==> src/hw/rtl/can_signal_mapper_core_assert.svh <==
// Assertion macros for the CAN signal mapper core.
// Depends on nothing; included by files that carry concurrent assertions.
`ifndef CAN_SIGNAL_MAPPER_CORE_ASSERT_SVH
`define CAN_SIGNAL_MAPPER_CORE_ASSERT_SVH
`ifndef NO_ASSERTIONS
`define CSM_ASSERT_IMPL(label, clk, rst, ante, cons, msg) \
   label: assert property (@(posedge clk) disable iff (rst) (ante) |-> (cons)) else $error(msg);
`define CSM_ASSERT_NEXT(label, clk, rst, ante, cons, msg) \
   label: assert property (@(posedge clk) disable iff (rst) (ante) |=> (cons)) else $error(msg);
`else
`define CSM_ASSERT_IMPL(label, clk, rst, ante, cons, msg)
`define CSM_ASSERT_NEXT(label, clk, rst, ante, cons, msg)
`endif
`endif

==> src/hw/rtl/csm_pkg.sv <==
// Shared types and constants of the CAN signal mapper.
// No dependencies.
`default_nettype none
package csm_pkg;
   localparam int MapEntries = 32;
   localparam int InputSlots = 256;
   localparam int ValueWidth = 32;
   localparam int TimeWidth  = 32;
   localparam int EntryIdxW  = $clog2(MapEntries);
   localparam int EntryCntW  = $clog2(MapEntries + 1);
   localparam int SlotW      = 8;

   typedef enum logic [1:0] {
      CMD_ADD   = 2'd0,
      CMD_FRAME = 2'd1,
      CMD_TICK  = 2'd2,
      CMD_READ  = 2'd3
   } cmd_type;

   typedef enum logic [1:0] {
      ST_OK       = 2'd0,
      ST_FULL     = 2'd1,
      ST_NOTFOUND = 2'd2
   } status_type;

   typedef enum logic [2:0] {
      S_IDLE, S_ADD, S_RD0, S_RD1, S_SCAN_RD, S_SCAN_EV, S_SCAN_WR, S_DONE
   } state_type;

   // controller -> datapath
   typedef struct packed {
      logic load;       // capture request
      logic add_write;  // write new entry + default into slot
      logic rd_slot;    // queried-slot read state (slot RAM read is ungated)
      logic rd_fin;     // capture read result
      logic scan_rd;    // entry table read state at scan index (read is ungated)
      logic scan_ev;    // evaluate entry
      logic scan_wr;    // write slot/stamp if needed
      logic scan_clr;   // reset scan index
      logic tick_inc;   // advance time
   } cmd_ctl_type;

   // datapath -> controller
   typedef struct packed {
      cmd_type cmd;
      logic    full;
      logic    empty;
      logic    scan_last;
   } dp_stat_type;
endpackage
`default_nettype wire

==> src/hw/rtl/csm_ctrl.sv <==
// Controller state machine sequencing add, frame/tick scans and reads.
// Depends on csm_pkg.
`default_nettype none
module csm_ctrl (
   input  wire logic                 clock,
   input  wire logic                 reset,
   input  wire logic                 req_fire,
   input  wire logic                 rsp_fire,
   input  wire csm_pkg::dp_stat_type stat,
   input  wire logic                 empty,
   output csm_pkg::cmd_ctl_type      ctl,
   output logic                      busy,
   output logic                      done
);
   csm_pkg::state_type state_ff, state_in;

   // next state
   always_comb begin
      state_in = state_ff;
      case (state_ff)
         csm_pkg::S_IDLE: begin
            if (req_fire) state_in = csm_pkg::S_ADD;
         end
         csm_pkg::S_ADD: begin
            case (stat.cmd)
               csm_pkg::CMD_ADD:  state_in = csm_pkg::S_DONE;
               csm_pkg::CMD_READ: state_in = csm_pkg::S_RD0;
               default:           state_in = empty ? csm_pkg::S_DONE : csm_pkg::S_SCAN_RD;
            endcase
         end
         csm_pkg::S_RD0:     state_in = csm_pkg::S_RD1;
         csm_pkg::S_RD1:     state_in = csm_pkg::S_DONE;
         csm_pkg::S_SCAN_RD: state_in = csm_pkg::S_SCAN_EV;
         csm_pkg::S_SCAN_EV: state_in = csm_pkg::S_SCAN_WR;
         csm_pkg::S_SCAN_WR: state_in = stat.scan_last ? csm_pkg::S_DONE
                                                      : csm_pkg::S_SCAN_RD;
         csm_pkg::S_DONE: begin
            if (rsp_fire) state_in = csm_pkg::S_IDLE;
         end
         default: state_in = csm_pkg::S_IDLE;
      endcase
   end

   // outputs
   always_comb begin
      ctl = '0;
      case (state_ff)
         csm_pkg::S_IDLE: begin
            ctl.load     = req_fire;
            ctl.scan_clr = 1'b1;
         end
         csm_pkg::S_ADD: begin
            ctl.add_write = (stat.cmd == csm_pkg::CMD_ADD);
            ctl.tick_inc  = (stat.cmd == csm_pkg::CMD_TICK);
         end
         csm_pkg::S_RD0:     ctl.rd_slot = 1'b1;
         csm_pkg::S_RD1:     ctl.rd_fin  = 1'b1;
         csm_pkg::S_SCAN_RD: ctl.scan_rd = 1'b1;
         csm_pkg::S_SCAN_EV: ctl.scan_ev = 1'b1;
         csm_pkg::S_SCAN_WR: ctl.scan_wr = 1'b1;
         default: ;
      endcase
   end

   assign busy = (state_ff != csm_pkg::S_IDLE);
   assign done = (state_ff == csm_pkg::S_DONE);

   always_ff @(posedge clock) begin
      if (reset) begin
         state_ff <= csm_pkg::S_IDLE;
      end else begin
         state_ff <= state_in;
      end
   end
endmodule
`default_nettype wire

==> config.mk <==
export PLATFORM = sky130hd
export DESIGN_NAME = csm_ctrl
export DESIGN_NICKNAME = d
export VERILOG_FILES = /design/src/hw/rtl/can_signal_mapper_core_assert.svh /design/src/hw/rtl/csm_pkg.sv /design/src/hw/rtl/csm_ctrl.sv
export SDC_FILE = /design/constraint.sdc
export NUM_CORES = 1
export LEC_CHECK = 0
export BUFFER_PORTS_ARGS = -buffer_cell sky130_fd_sc_hd__buf_2
export CAP_MARGIN = 20
export CORE_AREA = 2 2 39 41
export DETAILED_ROUTE_END_ITERATION = 10
export DIE_AREA = 0 0 41 43
export PLACE_DENSITY = 0.61
export SYNTH_ARGS = -nofsm -noshare
export SYNTH_HDL_FRONTEND = slang
export SYNTH_SLANG_ARGS = --single-unit
==> constraint.sdc <==
create_clock -name clock -period 2.4 [get_ports clock]
set_input_delay 0.36 -clock clock [delete_from_list [all_inputs] [get_ports clock]]
set_output_delay 0.36 -clock clock [all_outputs]
set_load 0.005 [all_outputs]
Yosys cells after proc, flatten, opt, wreduce, memory -nomap -nowiden
Index checks and enable logic that the tools add are counted.
Cells by class
  eq/ne operators: 11
  multiplexer cells: 15
  reductions and logical operators: 4
Operator list (count)
  $pmux 3 s8: 1
  $eq 3x3->1 const B: 4
  $mux 1: 9
  $eq 3x2->1 const B: 2
  $mux 3: 2
  $pmux 3 s2: 1
  $eq 2x2->1 const B: 2
  $mux 2: 2
  $ne 2x2->1 const B: 2
  $eq 3x1->1 const B: 1
  $logic_not 3->1: 1
  $reduce_bool 3->1: 1
  $logic_not 2->1: 1
  $reduce_and 2->1: 1
Word-level totals
  register bits after elaboration: 3
  output and inout bits: 11
  logic and storage cells: 31

Logic depth before layout (Yosys ltp)
Gate-level depths: netlist of the first run.
  depth after elaboration: 3
  mapped depth: 5

Worst setup path before layout of the first run
Ideal clock, no wire load.
  kind: input-to-reg
  start: in stat[3] (netlist bit)
  end: reg state_ff[0]
  library setup time: 0.131 ns
  arrival: 1.303 ns
  data required time: 2.269 ns
  setup slack: 0.966 ns
  cell stages on the path: 5
  path buffers: 0
  path through: inv_1 ha_1 mux2_2 a311oi_1 a311oi_1
On the way
  word-level cells in the longest chain between the ends: 3
  elaborated cells between the ends (all ways): 4
RTL lines
  start, declared: RTL line csm_ctrl.sv:9  | input wire csm_pkg::dp_stat_type stat,
  $eq 2x2->1 / $logic_not 2->1 (equally long branches): RTL line csm_ctrl.sv:25  | case (stat.cmd)
  $pmux 3 s2 (*): RTL line csm_ctrl.sv:25
  $pmux 3 s8 (*): RTL line csm_ctrl.sv:20  | case (state_ff)
  end signal, assigned: RTL line csm_ctrl.sv:70  | state_ff <= csm_pkg::S_IDLE;
  end signal, assigned: RTL line csm_ctrl.sv:72  | state_ff <= state_in;
  end, declared: RTL line csm_ctrl.sv:15  | csm_pkg::state_type state_ff, state_in;
Mark *: on every way between the ends. The rest lies on a longest branch, timed or not.
A chain may end at the register's enable or synchronous reset.

==> results of run 1 <==
[worst reg2reg max path, stage by stage (launching register included)]
cell and delay [ps]:
dfxtp_1 560, o21ba_2 220, a311oi_1 270, a311oi_1 80
[logic make-up (layout without fill, tap and decap cells)]
group                    after synthesis  in the layout  share of synthesized area
AO/OA/AOI/OAI                          8              8                      0.197
adder cells (fa/ha/maj)                3              3                      0.123
buffers and inverters                  8             27                      0.131
flip-flops                             3              3                      0.197
multiplexers                           1              1                     0.0369
AND/OR/NAND/NOR                       13             13                      0.316
[final cells by class]
class	instances	area (um2)	area share
clock buffer	4	26.3	0.0625
inverter	5	18.8	0.0446
multi-input combinational	25	205	0.488
sequential	3	60.1	0.143
tap	16	20.0	0.0476
timing repair buffer	18	90.1	0.214
[final timing paths]
path / from / endpoint / slack [ps] / cells past startpoint
worst min-delay path: reset / state_ff[0]$_SDFFE_PP0P_ / 320 / 2
worst max register to register: state_ff[0]$_SDFFE_PP0P_ / state_ff[0]$_SDFFE_PP0P_ / 1130 / 3
worst max-delay path: state_ff[0]$_SDFFE_PP0P_ / ctl[8] / 700 / 4
worst min register to register: state_ff[0]$_SDFFE_PP0P_ / state_ff[2]$_SDFFE_PP0P_ / 680 / 2
[per-layer routing]
| layer | up-vias | routed length [um] |
|---|---|---|
| met2 | 13 | 346 |
| met4 | 0 | 16 |
| met5 | - | 0 |
| met3 | 2 | 53 |
| li1 | 167 | - |
| met1 | 140 | 271 |
[synth_stat cells]
cell / count / area, um2
and4bb_2: 2 / 25.0
and2_1: 1 / 6.26
dfxtp_1: 3 / 60.1
a311oi_1: 3 / 26.3
buf_6: 1 / 11.3
inv_1: 4 / 15.0
nor3b_1: 2 / 15.0
or3_4: 1 / 11.3
a21oi_1: 1 / 5.00
inv_2: 1 / 3.75
o21ba_2: 1 / 10.0
o21ai_0: 2 / 10.0
nand2_1: 2 / 7.51
a221oi_1: 1 / 8.76
nor3_1: 1 / 5.00
nor2_1: 1 / 3.75
ha_1: 3 / 37.5
or3b_2: 1 / 8.76
mux2_2: 1 / 11.3
and3_1: 1 / 6.26
buf_2: 2 / 10.0
and3_2: 1 / 7.51
[stage by stage]
stage / setup WS, ps / power, mW / hold slack [ps]
after global routing: 592 / 0.265 / 322
after detailed placement: 770 / 0.155 / 556
after floorplan: 966 / 0.129 / 432
final: 698 / 0.243 / 316
after global placement: 774 / 0.154 / 559
after CTS: 678 / 0.250 / 306
[power groups by stage]
stage	Sequential, mW	Combinational [mW]	Clock [mW]
4_1_cts	0.0783	0.0761	0.0955
5_1_grt	0.0817	0.0865	0.0965
3_3_place_gp	0.0785	0.0757	0
2_1_floorplan	0.0630	0.0658	0
3_5_place_dp	0.0792	0.0758	0
6_report	0.0782	0.0749	0.0896
==> out/results.txt, run 1 <==
GRT Total Usage = 0.0932
Worst EP required = 2040 ps
Syn Area/Cell = 8.48 um2
clock slew at reported path FFs = 40 ps
net count after synthesis = 49
largest net degree at the start of global routing = 16
filler cell count = 162
Placed Cells = 67
Critical Path Source Type = flip-flop
htree depth = 1
GPL Wtd Cong = 0.736
Final Skew = 2.72 ps
Cells after Synth = 36
CP delay by family, top = simple AND/OR/NAND/NOR gates
cts bufs inserted = 3
Finished Layout Cells = 71
I/O Pins = 21
max_slew headroom = 0.721
CP max-delay cell = dfxtp_1
grt met1 use = 0.125
GR Util met2 = 0.122
cts repair resizes = 0
ANT cells = 0
Slew @ Worst Pin = 417 ps
TNS Setup = 0 ps
Final #Nets = 69
critical path peak fanout = 15
yosys warns = 0
fin util = 0.304
dpl hpwl = 499 um
Post-DRT Antenna Nets = 0
biggest regs = state_ff: 3 flops
Sw Ratio = 0.319
Max Root-Sink Buffers = 2
met3 Use GR = 0
status = finished, final reports clean
Power Internal = 0.165 mW
DR WL/cell = 9.68 um
library cells used by synthesis = 22
gr ovfl total = 0
CTS tree = built
first-pass GRT wire length = 1100 um
clk root buf = clkbuf_4
Max VDD drop = 0.000123 V
share of layout cells above drive strength 1 = 0.527
P_leak = 0.219 nW
CP Cell Sequence = or3_4, inv_2, and2_1, buf_2
DRC Markers = 0
Hold Vio Cnt, Final = 0
commonest non-fill, non-tap cells in the layout = buf_2 (18), inv_1 (4)
GR peak layer = met1
Die Span Y = 43 um
Largest register FFs = 3
Core ar. = 0.00138 mm2
design area = 420 um2
Die Footprint = 0.00176 mm2
Critical Path AT = 1340 ps
WL final = 687 um
final setup fails = 0
commonest non-fill, non-tap cell in the layout = buf_2
Clock power frac = 0.369
Critical path buffers and inverters = 2
Critical Path End Type = output pin
first drt pass iteration count = 3
final critical-path required period = 1700 ps
Starting Density = 0.221
number of global-route vias before repair = 277
Hold Path Class = in -> reg
combinational power share = 0.309
Slew Limit Fails = 0
Synth Register Bits = 3
sequential area share after synthesis = 0.197
largest register by flop count = state_ff
die width = 41 um
initial antenna violation count = 0
# Post-CTS Setup Buffers = 0
Clock Sinks = 3
Max Cap Violations = 0
RSZ-0062 raised after global routing = false
worst skew pair latency = 230 ps
critical path's largest stage delay = 420 ps
Vias/cell = 4.54
P_sw = 0.0775 mW
Syn-to-layout area delta = 37.7%
Crit Path Class = reg -> out
Synth Cell Area = 305 um2
Vias = 322
period utilisation layout = 0.709
1st-iter DRT viols = 6
Site Rows = 14
Seq pwr share = 0.322
Post-Place Cell Area = 394 um2
fmax = 0.588 GHz
Power Density = 577 mW/mm2
# hold bufs at CTS = 0
count of port buffers added during placement = 18
No activity file was read; power rests on OpenSTA's default activity.
==> run 2, diff against run 1 <==
- ABC_AREA: not set -> 1
- CORE_AREA: 2 2 39 41 -> not set
- CORE_UTILIZATION: not set -> 26
- DIE_AREA: 0 0 41 43 -> not set
- PLACE_DENSITY: 0.61 -> 0.64
- clock period: 2.4 -> 1.6 ns (I/O delays scaled with it)
==> run 2 against run 1 <==
Non-clock buffer count did not move. Synthesized cell count rose by 78%. Clock power rose by 44%. Sequential share of layout area fell by 1.7 points. Synthesized area rose by 13%. Critical path depth rose by 1. First-iteration DRC count fell by 50%. Global-route usage rose by 1.8 points. Final cell count rose by 41%. Combinational power rose to 6.0 times the previous value. Design area rose by 14%. Die area fell by 16%.
==> out/results.txt, run 2 <==
Synth Register Bits = 3
Finished Layout Cells = 100
DR WL/cell = 7.02 um
CP dominant cell by count = nor2_1
filler cell count = 131
Site Rows = 12
dpl hpwl = 598 um
CTS tree = built
period utilisation layout = 0.891
first-pass GRT wire length = 1120 um
ANT cells = 0
commonest non-fill, non-tap cells in the layout = inv_1 (23), buf_2 (18), nand2_1 (12)
cell count of the worst hold path = 4
final critical-path required period = 1430 ps
Power Internal = 0.389 mW
Hold Path Class = in -> reg
Sw Ratio = 0.470
Starting Density = 0.294
Placed Cells = 96
status = finished, final reports clean
Die Span Y = 38.4 um
worst setup margin = 175 ps
gr ovfl total = 0
1st-iter DRT viols = 3
cts bufs inserted = 3
largest register by flop count = state_ff
Max VDD drop = 0.000586 V
library cells used by synthesis = 14
P_sw = 0.345 mW
RSZ-0062 raised after global routing = false
Slew Limit Fails = 0
CP max-delay cell = dfxtp_1
WL final = 702 um
htree depth = 1
critical path peak fanout = 4
Hold Vio Cnt, Final = 0
Worst EP required = 1360 ps
critical path's largest stage delay = 380 ps
sequential area share after synthesis = 0.175
max_slew headroom = 0.864
first drt pass iteration count = 2
Final #Nets = 100
number of synthesized flops with an enable pin = 0
TNS Setup = 0 ps
clk root buf = clkbuf_4
DRC Markers = 0
Critical path buffers and inverters = 2
# hold bufs at CTS = 0
Critical Path End Type = output pin
largest net degree at the start of global routing = 11
Crit Path Class = reg -> out
biggest regs = state_ff: 3 flops
die width = 38.4 um
# Post-CTS Setup Buffers = 0
share of layout cells above drive strength 1 = 0.291
Max Root-Sink Buffers = 2
Syn-to-layout area delta = 38.9%
Synth Cell Area = 344 um2
yosys warns = 0
worst skew pair latency = 230 ps
Clock Sinks = 3
net count after synthesis = 77
Vias = 387
Post-synth top cells = inv_1 (23), nand2_1 (12), nor2_1 (9)
Crit. path cell count = 5
Primary FF master, synth = dfxtp_1
Post-DRT Antenna Nets = 0
Synth top area share = 0.251
Critical Path AT = 1190 ps
combinational power share = 0.609
final setup fails = 0
Vias/cell = 3.87
R2R cell count = 8
Clock power frac = 0.175
top area cells in the synthesized netlist = inv_1 (25%), dfxtp_1 (17%), nand2_1 (13%)
cts repair resizes = 0
P_leak = 0.349 nW
Max Cap Violations = 0
GRT Total Usage = 0.111
count of port buffers added during placement = 18
CP Cell Sequence = inv_1, nor2_1, nand2_1, nor2_1, buf_2
Critical Path Source Type = flip-flop
Final Skew = 0.960 ps
clock slew at reported path FFs = 40 ps
GPL Wtd Cong = 0.700
Synth area leader = inv_1
number of global-route vias before repair = 319
commonest non-fill, non-tap cell in the layout = inv_1
Die Footprint = 0.00147 mm2
Slew @ Worst Pin = 203 ps
fmax = 0.702 GHz
Setup WS pre-CTS = 315 ps
Seq pwr share = 0.216
Power Density = 1540 mW/mm2
initial antenna violation count = 0
Largest register FFs = 3
Async SR Flop Fraction = 0
most frequent cell after synthesis = inv_1
I/O Pins = 21
Cells after Synth = 64
Core ar. = 0.00117 mm2
CP delay by family, top = flip-flops
Syn Area/Cell = 5.38 um2
run 2: path summary, 6_finish.rpt:
kind | to | startpoint | slack (ps)
worst min-delay path | state_ff[1]$_SDFFE_PP0P_ | reset | 270
worst max-delay path | ctl[0] | state_ff[0]$_SDFFE_PP0P_ | 170
worst max register to register | state_ff[0]$_SDFFE_PP0P_ | state_ff[0]$_SDFFE_PP0P_ | 520
worst min register to register | state_ff[2]$_SDFFE_PP0P_ | state_ff[2]$_SDFFE_PP0P_ | 670
run 2: area by class of cell:
| type | count | area, um2 | share of cell area |
|---|---|---|---|
| multi-input combinational | 37 | 194 | 0.406 |
| inverter | 24 | 90.1 | 0.188 |
| clock buffer | 4 | 26.3 | 0.0550 |
| tap | 14 | 17.5 | 0.0366 |
| sequential | 3 | 60.1 | 0.126 |
| timing repair buffer | 18 | 90.1 | 0.188 |
run 2: worst min-delay path, cell delays in order:
cell and delay, ps:
buf_2 70, inv_1 40, nand2_1 60, inv_1 30
run 2: cell families (layout without fill, tap and decap cells):
kind of cell	after synthesis	in the layout	share of synthesized area
compound gates	3	3	0.0509
flops	3	3	0.175
simple gates	30	30	0.378
buf+inv	24	46	0.262
xor+xnor	1	1	0.0255
fa+ha+maj	3	3	0.109
run 2: metal layers:
| metal | vias up | routed length (um) | GRT usage | part of all wire |
|---|---|---|---|---|
| met5 | - | 0 | 0 | 0 |
| met4 | 0 | 0 | 0.0776 | 0 |
| met3 | 0 | 21 | 0.0349 | 0.030 |
| met2 | 8 | 331 | 0.174 | 0.47 |
| met1 | 149 | 349 | 0.125 | 0.50 |
| li1 | 230 | - | - | - |
run 2: power by group through the flow:
stage	sequential (mW)	combinational, mW	clock, mW
after floorplan	0.151	0.309	0
after global placement	0.160	0.445	0
after detailed placement	0.159	0.451	0
after CTS	0.158	0.453	0.137
after global routing	0.166	0.527	0.142
final	0.158	0.447	0.129
run 2: metrics by stage:
stage | power [mW] | instance area [um2] | hold slack, ps | utilization
after floorplan | 0.459 | 344 | 405 | -
after global placement | 0.605 | 452 | 501 | 0.386
after detailed placement | 0.611 | 452 | 502 | 0.386
after CTS | 0.747 | 478 | 256 | 0.408
after global routing | 0.834 | 478 | 276 | 0.408
final | 0.734 | 478 | 266 | 0.408
==> run 3, diff against run 2 <==
- BUFFER_PORTS_ARGS: -buffer_cell sky130_fd_sc_hd__buf_2 -> -buffer_cell sky130_fd_sc_hd__buf_4
- GPL_ROUTABILITY_DRIVEN: not set -> 0
==> run 3 against run 2 <==
Via count rose by 3.1%. Flip-flop and latch count is the same. Global-route usage grew 0.35 points. Sequential power about the same. Non-clock buffer count did not move. Fmax increased by 0.41%. Die area did not move. Register-to-register slack improved by 20 ps. Power increased by 7.1%.
==> out/results.txt, run 3 (synthesized netlist as in run 2, its figures left out) <==
first-pass GRT wire length = 1130 um
critical path peak fanout = 4
Critical Path End Type = output pin
reg2reg end = state_ff[2]$_SDFFE_PP0P_
initial antenna violation count = 0
hold wc startpoint = reset
first drt pass iteration count = 2
fmax = 0.705 GHz
Critical Path Source Type = flip-flop
Syn-to-layout area delta = 52.0%
commonest non-fill, non-tap cell in the layout = inv_1
cts bufs inserted = 3
met3 Use GR = 0.0174
Hold Vio Cnt, Final = 0
register area = 60.1 um2
Post-DRT Antenna Nets = 0
Starting Density = 0.294
worst min-delay path endpoint = state_ff[2]$_SDFFE_PP0P_
1st-iter DRT viols = 2
Slew Limit Fails = 0
commonest non-fill, non-tap cells in the layout = inv_1 (23), buf_4 (18), nand2_1 (12)
count of port buffers added during placement = 18
ANT cells = 0
Max Root-Sink Buffers = 2
gr ovfl total = 0
number of global-route vias before repair = 291
period utilisation layout = 0.887
FF-to-FF Start = state_ff[0]$_SDFFE_PP0P_
# hold bufs at CTS = 0
Worst EP required = 1360 ps
TNS Setup = 0 ps
area of the multi-input gates = 194 um2
grt met1 use = 0.160
Hold Path Class = in -> reg
WL final = 681 um
Crit Path Class = reg -> out
largest register by flop count = state_ff
max_slew headroom = 0.860
combinational power share = 0.633
Clock power frac = 0.166
Final #Nets = 100
CTS tree = built
GR peak layer = met1
GR Util met2 = 0.144
clock slew at reported path FFs = 40 ps
dpl hpwl = 598 um
Core ar. = 0.00117 mm2
filler cell count = 135
Max VDD drop = 0.000617 V
final setup fails = 0
Slew @ Worst Pin = 209 ps
final critical-path required period = 1420 ps
biggest regs = state_ff: 3 flops
Critical Path AT = 1180 ps
Power Internal = 0.442 mW
clk root buf = clkbuf_4
P_leak = 0.356 nW
die width = 38.4 um
Largest register FFs = 3
WHS = 259 ps
GRT Total Usage = 0.114
Max Cap Violations = 0
cell count of the worst hold path = 4
P_sw = 0.344 mW
cts repair resizes = 0
R2R Setup Slk = 540 ps
# Post-CTS Setup Buffers = 0
RSZ-0062 raised after global routing = false
Final Skew = 3.19 ps
Sw Ratio = 0.438
status = finished, final reports clean
Seq pwr share = 0.201
I/O Pins = 21
Clock Sinks = 3
R2R cell count = 6
Vias = 399
DR WL/cell = 6.81 um
Site Rows = 12
Vias/cell = 3.99
DRC Markers = 0
largest net degree at the start of global routing = 11
share of layout cells above drive strength 1 = 0.291
worst skew pair latency = 230 ps
Die Span Y = 38.4 um
Power Density = 1500 mW/mm2
htree depth = 1
Die Footprint = 0.00147 mm2
run 3: cell count changes in the layout (fill, tap and decap cells not counted):
cell	delta
buf_4	+18
buf_2	-18
run 3: routing by layer:
metal	vias up	part of all wire
met4	0	0
li1	231	-
met1	160	0.48
met2	8	0.47
met5	-	0
met3	0	0.047
run 3: cell type report:
cell class / instances / area share
clock buffers: 4 / 0.0502
inverters: 24 / 0.172
multi-input cells: 37 / 0.371
flip-flops and latches: 3 / 0.115
well taps: 14 / 0.0335
repair buffers: 18 / 0.258
run 3: how the worst max path moves through the flow:
stage                             start                        to
2_1_floorplan                   stat[3]  state_ff[0]$_SDFFE_PP0P_
3_3_place_gp                    stat[3]  state_ff[0]$_SDFFE_PP0P_
3_5_place_dp                    stat[3]  state_ff[0]$_SDFFE_PP0P_
4_1_cts        state_ff[0]$_SDFFE_PP0P_                    ctl[0]
5_1_grt        state_ff[0]$_SDFFE_PP0P_                    ctl[0]
6_report       state_ff[0]$_SDFFE_PP0P_                    ctl[7]
run 3: stage by stage:
stage	total power, mW	area, um2	cells	worst slack [ps]	utilization
after floorplan	0.459	344	64	508	-
after global routing	0.889	523	100	39.1	0.447
after CTS	0.808	523	100	155	0.447
after detailed placement	0.668	497	96	329	0.424
final	0.786	523	100	181	0.447
after global placement	0.665	497	96	335	0.424
run 3: power groups by stage:
stage          sequential (mW)  clock [mW]  combinational, mW
6_report                 0.158       0.130              0.498
5_1_grt                  0.166       0.146              0.578
4_1_cts                  0.159       0.140              0.509
3_5_place_dp             0.160           0              0.508
3_3_place_gp             0.160           0              0.505
2_1_floorplan            0.151           0              0.309
run 3: worst max-delay path: stages, from the launching register on:
cell	delay [ps]
dfxtp_1	380
inv_1	80
nor2_1	190
nand2_1	100
nor2_1	90
buf_4	110
